<file path="src/hvrf_pkg.sv">
// Shared constants for the HSV value-substitution fusion pipeline.
package hvrf_pkg;

   localparam int unsigned NUM_CH = 3;

   localparam int unsigned CH_RED   = 0;
   localparam int unsigned CH_GREEN = 1;
   localparam int unsigned CH_BLUE  = 2;

endpackage

</file>
<file path="src/hvrf_if.sv">
// Valid/ready channel interfaces for pixel requests and fused responses.
interface hvrf_req_if #(
   parameter int unsigned PIXEL_BITS = 8
);
   logic                  valid;
   logic                  ready;
   logic [PIXEL_BITS-1:0] red_in;
   logic [PIXEL_BITS-1:0] green_in;
   logic [PIXEL_BITS-1:0] blue_in;
   logic [PIXEL_BITS-1:0] gray_in;

   modport source (output valid, red_in, green_in, blue_in, gray_in, input ready);
   modport sink   (input valid, red_in, green_in, blue_in, gray_in, output ready);
endinterface

interface hvrf_rsp_if #(
   parameter int unsigned PIXEL_BITS = 8
);
   logic                  valid;
   logic                  ready;
   logic [PIXEL_BITS-1:0] red_out;
   logic [PIXEL_BITS-1:0] green_out;
   logic [PIXEL_BITS-1:0] blue_out;

   modport source (output valid, red_out, green_out, blue_out, input ready);
   modport sink   (input valid, red_out, green_out, blue_out, output ready);
endinterface

</file>
<file path="src/hvrf_prep.sv">
// Front stage: peak channel search and channel-by-gray products.
module hvrf_prep
   import hvrf_pkg::*;
#(
   parameter int unsigned PIXEL_BITS = 8
) (
   input  logic                                  clock,
   input  logic                                  reset,
   input  logic                                  en,
   input  logic                                  valid_in,
   input  logic [PIXEL_BITS-1:0]                 red,
   input  logic [PIXEL_BITS-1:0]                 green,
   input  logic [PIXEL_BITS-1:0]                 blue,
   input  logic [PIXEL_BITS-1:0]                 gray,
   output logic                                  valid_ff,
   output logic [PIXEL_BITS-1:0]                 peak_ff,
   output logic [PIXEL_BITS-1:0]                 gray_ff,
   output logic                                  zero_ff,
   output logic [NUM_CH-1:0][PIXEL_BITS-1:0]     rem_ff,
   output logic [NUM_CH-1:0][PIXEL_BITS-1:0]     quo_ff
);

   logic [NUM_CH-1:0][PIXEL_BITS-1:0]   chan;
   logic [PIXEL_BITS-1:0]               peak_rg;
   logic [PIXEL_BITS-1:0]               peak_in;
   logic [NUM_CH-1:0][2*PIXEL_BITS-1:0] prod;

   always_comb begin
      chan[CH_RED]   = red;
      chan[CH_GREEN] = green;
      chan[CH_BLUE]  = blue;
      peak_rg = (green > red) ? green : red;
      peak_in = (blue > peak_rg) ? blue : peak_rg;
      for (int c = 0; c < NUM_CH; c++) begin
         prod[c] = (2*PIXEL_BITS)'(chan[c]) * (2*PIXEL_BITS)'(gray);
      end
   end

   always_ff @(posedge clock) begin
      if (reset) begin
         valid_ff <= 1'b0;
      end else if (en) begin
         valid_ff <= valid_in;
      end
   end

   always_ff @(posedge clock) begin
      if (en) begin
         peak_ff <= peak_in;
         gray_ff <= gray;
         zero_ff <= (peak_in == '0);
         for (int c = 0; c < NUM_CH; c++) begin
            rem_ff[c] <= prod[c][2*PIXEL_BITS-1:PIXEL_BITS];
            quo_ff[c] <= prod[c][PIXEL_BITS-1:0];
         end
      end
   end

endmodule

</file>
<file path="src/hvrf_div_step.sv">
// One restoring-division step: one quotient bit per channel.
module hvrf_div_step
   import hvrf_pkg::*;
#(
   parameter int unsigned PIXEL_BITS = 8
) (
   input  logic                                  clock,
   input  logic                                  reset,
   input  logic                                  en,
   input  logic                                  valid_in,
   input  logic [PIXEL_BITS-1:0]                 peak_in,
   input  logic [PIXEL_BITS-1:0]                 gray_in,
   input  logic                                  zero_in,
   input  logic [NUM_CH-1:0][PIXEL_BITS-1:0]     rem_in,
   input  logic [NUM_CH-1:0][PIXEL_BITS-1:0]     quo_in,
   output logic                                  valid_ff,
   output logic [PIXEL_BITS-1:0]                 peak_ff,
   output logic [PIXEL_BITS-1:0]                 gray_ff,
   output logic                                  zero_ff,
   output logic [NUM_CH-1:0][PIXEL_BITS-1:0]     rem_ff,
   output logic [NUM_CH-1:0][PIXEL_BITS-1:0]     quo_ff
);

   logic [NUM_CH-1:0][PIXEL_BITS:0]   trial;
   logic [NUM_CH-1:0][PIXEL_BITS:0]   diff;
   logic [NUM_CH-1:0]                 fits;
   logic [NUM_CH-1:0][PIXEL_BITS-1:0] rem_nx;
   logic [NUM_CH-1:0][PIXEL_BITS-1:0] quo_nx;

   // remainder stays below peak, so both arms fit PIXEL_BITS
   always_comb begin
      for (int c = 0; c < NUM_CH; c++) begin
         trial[c]  = {rem_in[c], quo_in[c][PIXEL_BITS-1]};
         diff[c]   = trial[c] - {1'b0, peak_in};
         fits[c]   = (trial[c] >= {1'b0, peak_in});
         rem_nx[c] = fits[c] ? diff[c][PIXEL_BITS-1:0] : trial[c][PIXEL_BITS-1:0];
         quo_nx[c] = {quo_in[c][PIXEL_BITS-2:0], fits[c]};
      end
   end

   always_ff @(posedge clock) begin
      if (reset) begin
         valid_ff <= 1'b0;
      end else if (en) begin
         valid_ff <= valid_in;
      end
   end

   always_ff @(posedge clock) begin
      if (en) begin
         peak_ff <= peak_in;
         gray_ff <= gray_in;
         zero_ff <= zero_in;
         rem_ff  <= rem_nx;
         quo_ff  <= quo_nx;
      end
   end

endmodule

</file>
<file path="src/hsv_value_replace_fusion_core.sv">
// HSV value-substitution fusion: out = floor(c * gray / max(r, g, b)) per channel.
// Takes one pixel per clock cycle unless the response side stalls, and returns
// its fused colour through a pipeline: one stage forms the peak channel and the
// three channel-by-gray products, then PIXEL_BITS stages of a restoring divider
// each settle one quotient bit for all three channels. A black pixel (peak zero)
// returns gray on every channel. When the response side stalls the whole
// pipeline holds, and req.ready drops until the held result is taken.
module hsv_value_replace_fusion_core
   import hvrf_pkg::*;
#(
   parameter int unsigned PIXEL_BITS = 8
) (
   input  logic      clock,
   input  logic      reset,
   hvrf_req_if.sink  req,
   hvrf_rsp_if.source rsp
);

   localparam int unsigned N = PIXEL_BITS + 1;

   logic                                      en;
   logic [N-1:0]                              st_valid;
   logic [N-1:0][PIXEL_BITS-1:0]              st_peak;
   logic [N-1:0][PIXEL_BITS-1:0]              st_gray;
   logic [N-1:0]                              st_zero;
   logic [N-1:0][NUM_CH-1:0][PIXEL_BITS-1:0]  st_rem;
   logic [N-1:0][NUM_CH-1:0][PIXEL_BITS-1:0]  st_quo;

   assign en        = !rsp.valid || rsp.ready;
   assign req.ready = en;

   hvrf_prep #(
      .PIXEL_BITS(PIXEL_BITS)
   ) u_prep (
      .clock    (clock),
      .reset    (reset),
      .en       (en),
      .valid_in (req.valid),
      .red      (req.red_in),
      .green    (req.green_in),
      .blue     (req.blue_in),
      .gray     (req.gray_in),
      .valid_ff (st_valid[0]),
      .peak_ff  (st_peak[0]),
      .gray_ff  (st_gray[0]),
      .zero_ff  (st_zero[0]),
      .rem_ff   (st_rem[0]),
      .quo_ff   (st_quo[0])
   );

   for (genvar i = 0; i < PIXEL_BITS; i++) begin : g_div
      hvrf_div_step #(
         .PIXEL_BITS(PIXEL_BITS)
      ) u_step (
         .clock    (clock),
         .reset    (reset),
         .en       (en),
         .valid_in (st_valid[i]),
         .peak_in  (st_peak[i]),
         .gray_in  (st_gray[i]),
         .zero_in  (st_zero[i]),
         .rem_in   (st_rem[i]),
         .quo_in   (st_quo[i]),
         .valid_ff (st_valid[i+1]),
         .peak_ff  (st_peak[i+1]),
         .gray_ff  (st_gray[i+1]),
         .zero_ff  (st_zero[i+1]),
         .rem_ff   (st_rem[i+1]),
         .quo_ff   (st_quo[i+1])
      );
   end

   assign rsp.valid     = st_valid[N-1];
   assign rsp.red_out   = st_zero[N-1] ? st_gray[N-1] : st_quo[N-1][CH_RED];
   assign rsp.green_out = st_zero[N-1] ? st_gray[N-1] : st_quo[N-1][CH_GREEN];
   assign rsp.blue_out  = st_zero[N-1] ? st_gray[N-1] : st_quo[N-1][CH_BLUE];

`ifndef SYNTHESIS
   // the peak channel always scales to exactly gray
   a_peak_hits_gray: assert property (@(posedge clock) disable iff (reset)
      rsp.valid |-> (rsp.red_out == st_gray[N-1]) || (rsp.green_out == st_gray[N-1])
                    || (rsp.blue_out == st_gray[N-1]))
      else $error("no channel equals gray");

   a_never_above_gray: assert property (@(posedge clock) disable iff (reset)
      rsp.valid |-> (rsp.red_out <= st_gray[N-1]) && (rsp.green_out <= st_gray[N-1])
                    && (rsp.blue_out <= st_gray[N-1]))
      else $error("channel above gray");

   a_stall_freezes: assert property (@(posedge clock) disable iff (reset)
      !en |=> $stable(st_valid))
      else $error("pipeline moved during stall");

   a_zero_flag: assert property (@(posedge clock) disable iff (reset)
      st_valid[0] |-> (st_zero[0] == (st_peak[0] == '0)))
      else $error("black-pixel flag mismatch");
`endif

endmodule

</file>
<file path="src/flat_wrapper.sv">
// flat-port wrapper written by rule: the top's interface ports become plain ports
module hsv_value_replace_fusion_core_flat import hvrf_pkg::*;
#(
   parameter int unsigned PIXEL_BITS = 8
)
  (clock, reset, req_valid, req_red_in, req_green_in, req_blue_in, req_gray_in, req_ready, rsp_valid, rsp_red_out, rsp_green_out, rsp_blue_out, rsp_ready);
  hvrf_req_if #(.PIXEL_BITS(PIXEL_BITS)) req_i ();
  hvrf_rsp_if #(.PIXEL_BITS(PIXEL_BITS)) rsp_i ();
  input  logic clock;
  input  logic reset;
  input wire logic [$bits(req_i.valid)-1:0] req_valid;
  input wire logic [$bits(req_i.red_in)-1:0] req_red_in;
  input wire logic [$bits(req_i.green_in)-1:0] req_green_in;
  input wire logic [$bits(req_i.blue_in)-1:0] req_blue_in;
  input wire logic [$bits(req_i.gray_in)-1:0] req_gray_in;
  output wire logic [$bits(req_i.ready)-1:0] req_ready;
  output wire logic [$bits(rsp_i.valid)-1:0] rsp_valid;
  output wire logic [$bits(rsp_i.red_out)-1:0] rsp_red_out;
  output wire logic [$bits(rsp_i.green_out)-1:0] rsp_green_out;
  output wire logic [$bits(rsp_i.blue_out)-1:0] rsp_blue_out;
  input wire logic [$bits(rsp_i.ready)-1:0] rsp_ready;
  assign req_i.valid = req_valid;
  assign req_i.red_in = req_red_in;
  assign req_i.green_in = req_green_in;
  assign req_i.blue_in = req_blue_in;
  assign req_i.gray_in = req_gray_in;
  assign req_ready = req_i.ready;
  assign rsp_valid = rsp_i.valid;
  assign rsp_red_out = rsp_i.red_out;
  assign rsp_green_out = rsp_i.green_out;
  assign rsp_blue_out = rsp_i.blue_out;
  assign rsp_i.ready = rsp_ready;
  hsv_value_replace_fusion_core #(.PIXEL_BITS(PIXEL_BITS)) u_core (.clock(clock), .reset(reset), .req(req_i), .rsp(rsp_i));
endmodule
</file>
<file path="config.mk">
export PLATFORM = sky130hd
export DESIGN_NAME = hsv_value_replace_fusion_core_flat
export DESIGN_NICKNAME = d
export VERILOG_FILES = /design/src/hvrf_pkg.sv /design/src/hvrf_if.sv /design/src/hvrf_prep.sv /design/src/hvrf_div_step.sv /design/src/hsv_value_replace_fusion_core.sv /design/src/flat_wrapper.sv
export SDC_FILE = /design/constraint.sdc
export NUM_CORES = 1
export LEC_CHECK = 0
export ABC_AREA = 1
export BUFFER_PORTS_ARGS = -buffer_cell sky130_fd_sc_hd__buf_4
export CORE_AREA = 5 5 345 347
export CTS_CLUSTER_DIAMETER = 100
export DETAILED_ROUTE_END_ITERATION = 7
export DIE_AREA = 0 0 350 352
export GPL_ROUTABILITY_DRIVEN = 0
export PLACE_DENSITY_LB_ADDON = 0.12
export RECOVER_POWER = 100
export SYNTH_ARGS = -nofsm -noshare
export SYNTH_HDL_FRONTEND = slang
export SYNTH_HIERARCHICAL = 1
export SYNTH_SLANG_ARGS = --single-unit
</file>
<file path="constraint.sdc">
create_clock -name clock -period 21.1 [get_ports clock]
set_input_delay 4.22 -clock clock [delete_from_list [all_inputs] [get_ports clock]]
set_output_delay 4.22 -clock clock [all_outputs]
set_load 0.005 [all_outputs]
</file>
==> metrics.yaml <==
setup_path:
  path_max_fanout: 152
  end_kind: "register"
  crit_required_ns: 21.27
  crit_type: "in2reg"
  r2r_slack_ns: 12.52
  startpoint_type: "input pin"
  cp_data_arrival_time_ns: 12.16
  timing.rr.start: "u_core/g_div[7].u_step/valid_ff$_SDFFE_PP0P_"
  startpoint: "rsp_ready"
detailed_routing:
  dr_wl_met2_um: 39300
  wl_per_cell_um: 15.0
  vias: 25000
  first_iter_violations: 1178
  wl_met1_um: 42000
  routed_via_density: 4.39
  drc: 0
  drt-total-wl_um: 85300
  drt_pass1_iterations: 5
  ant_nets: 0
  top_layer_used: "met4"
  dr_wl_met3_um: 2660
layout:
  nets: 4602
  layout-drive-gt1-share: 0.0647
  antenna_cells: 0
  fin_area_um2: 41100
  areaGrowthSynthToFinish_pct: 10.9
  final_util: 0.356
timing:
  fin_skew_ns: 0.0171
  timing.fmax_mhz: 83.4
  timing.hold.ws_ns: 0.405
  period_minus_slack_ns: 11.99
  tns_ns: 0
  rsz0062_at_grt: "false"
  worst_pin_slew_ns: 4.05
  min_period_over_period: 0.568
  drv_slew: 320
  hold_viol_final: 0
  final-setup-viol-count: 0
  relSlewSlack: -1.70
  layout_setup_ws_ns: 9.11
floorplan:
  core_um2: 116000
  die_x_um: 350
  die-height_um: 352
  core.rowCount: 125
  start_util: 0.321
  pin_count: 62
  die-area_um2: 123000
placement:
  dp_hpwl_um: 66100
  pre_cts_ws_ns: 12.15
  placed_cell_area_um2: 39200
  port_buffers: 61
clocking:
  hold_buffers: 0
  cts_buffers: 70
  clk_pin_slew_ns: 0.06
  clockBufferDepth: 3
  clk_latency_ns: 0.61
  cts_sinks: 562
  cts_resized: 0
  postCtsSetupBuffers: 0
  ctsRootBufferMaster: "clkbuf_16"
  cts_tree: "yes"
  cts_max_level: 3
outcome:
  status: "finished with violations"
  violations: "max-capacitance violations, max-slew violations"
global_routing:
  grt_remaining_overflow: 0
  grt_pass1_wl_um: 137000
  grt_pass1_vias: 24600
  grt_max_degree: 153
  track_usage: 0.140
  antenna_found_initial: 4
run:
  cap_violations: 8
synth:
  syn_inst: 4044
  yosys_warnings: 6
  synthesis.area_um2: 37100
  syn_avg_cell_area_um2: 9.17
  syn_nets: 4525
power:
  power_leakage_nw: 21.1
  ir_worst_vdd_uv: 52.2
  powerDensity_nw_per_um2: 159
worst_hold_path:
  hp-class: "reg2reg"
  min_from: "u_core/g_div[3].u_step/quo_ff[19]$_DFFE_PP_"
-- flip-flops by register name, indices dropped and copies added, names as in the netlist --
| register | flops |
|---|---|
| u_core/g_div.u_step/rem_ff | 168 |
| u_core/g_div.u_step/valid_ff | 8 |
| u_core/u_prep/quo_ff | 24 |
| u_core/u_prep/peak_ff | 8 |
| u_core/u_prep/rem_ff | 24 |
| u_core/u_prep/gray_ff | 8 |
| u_core/u_prep/zero_ff | 1 |
| u_core/g_div.u_step/quo_ff | 192 |
| u_core/g_div.u_step/zero_ff | 8 |
| u_core/g_div.u_step/peak_ff | 56 |
| u_core/g_div.u_step/gray_ff | 64 |
| u_core/u_prep/valid_ff | 1 |
-- power by group --
group          switching, mW  internal, mW
clock                  0.465         0.732
combinational           2.01          1.20
sequential             0.265          1.85
-- through the flow --
step | std cells | power [mW]
global route | 5696 | 7.20
global placement | 5573 | 5.48
finish | 5696 | 6.52
CTS | 5696 | 6.72
floorplan | 4044 | 4.61
detailed placement | 5573 | 5.47
-- final timing paths --
check / to / cells past startpoint
max reg2reg: u_core/g_div[6].u_step/quo_ff[17]$_DFFE_PP_ / 5
max: u_core/g_div[6].u_step/quo_ff[17]$_DFFE_PP_ / 7
min reg2reg: u_core/g_div[4].u_step/quo_ff[20]$_DFFE_PP_ / 0
min: u_core/g_div[4].u_step/quo_ff[20]$_DFFE_PP_ / 0
-- routing by layer --
layer / global-route usage / up-vias
met5: 0 / -
met4: 0.0332 / 0
met3: 0.0174 / 79
met2: 0.230 / 305
met1: 0.198 / 11600
li1: - / 13000
-- area by class of cell --
class | instances | area, µm²
fill | 11800 | 74500
tap | 1524 | 1910
inverter | 786 | 2950
timing repair buffer | 68 | 464
clock buffer | 87 | 1880
sequential | 562 | 16800
clock inverter | 36 | 425
multi-input combinational | 2633 | 16700
-- placed cells by master (no fill, tap or decap), types with 8 or more instances in the layout --
cell type	n
nand2_1	1302
inv_1	774
edfxtp_1	553
nand3_1	334
ha_1	316
nor2_1	146
fa_1	129
a21oi_1	99
clkbuf_16	73
xor2_1	50
xnor2_1	42
nand2_2	37
nand4_1	35
clkbuf_1	33
buf_4	26
clkbuf_4	21
nand3b_1	15
nand2_4	13
nor3_1	12
nor2_2	12
inv_2	11
o21ai_0	11
a21oi_2	10
clkinv_2	9
nor2_4	9
mux2i_1	9
dfxtp_1	9
clkinv_1	8
bufinv_16	8
-- worst max-delay path, cell delays in order --
cell and delay, ns:
clkbuf_4 0.10, inv_1 0.03, nand2_1 0.30, clkbuf_1 1.91
buf_12 0.57, clkbuf_1 2.89, clkbuf_1 2.02
No activity file was read; power rests on OpenSTA's default activity.
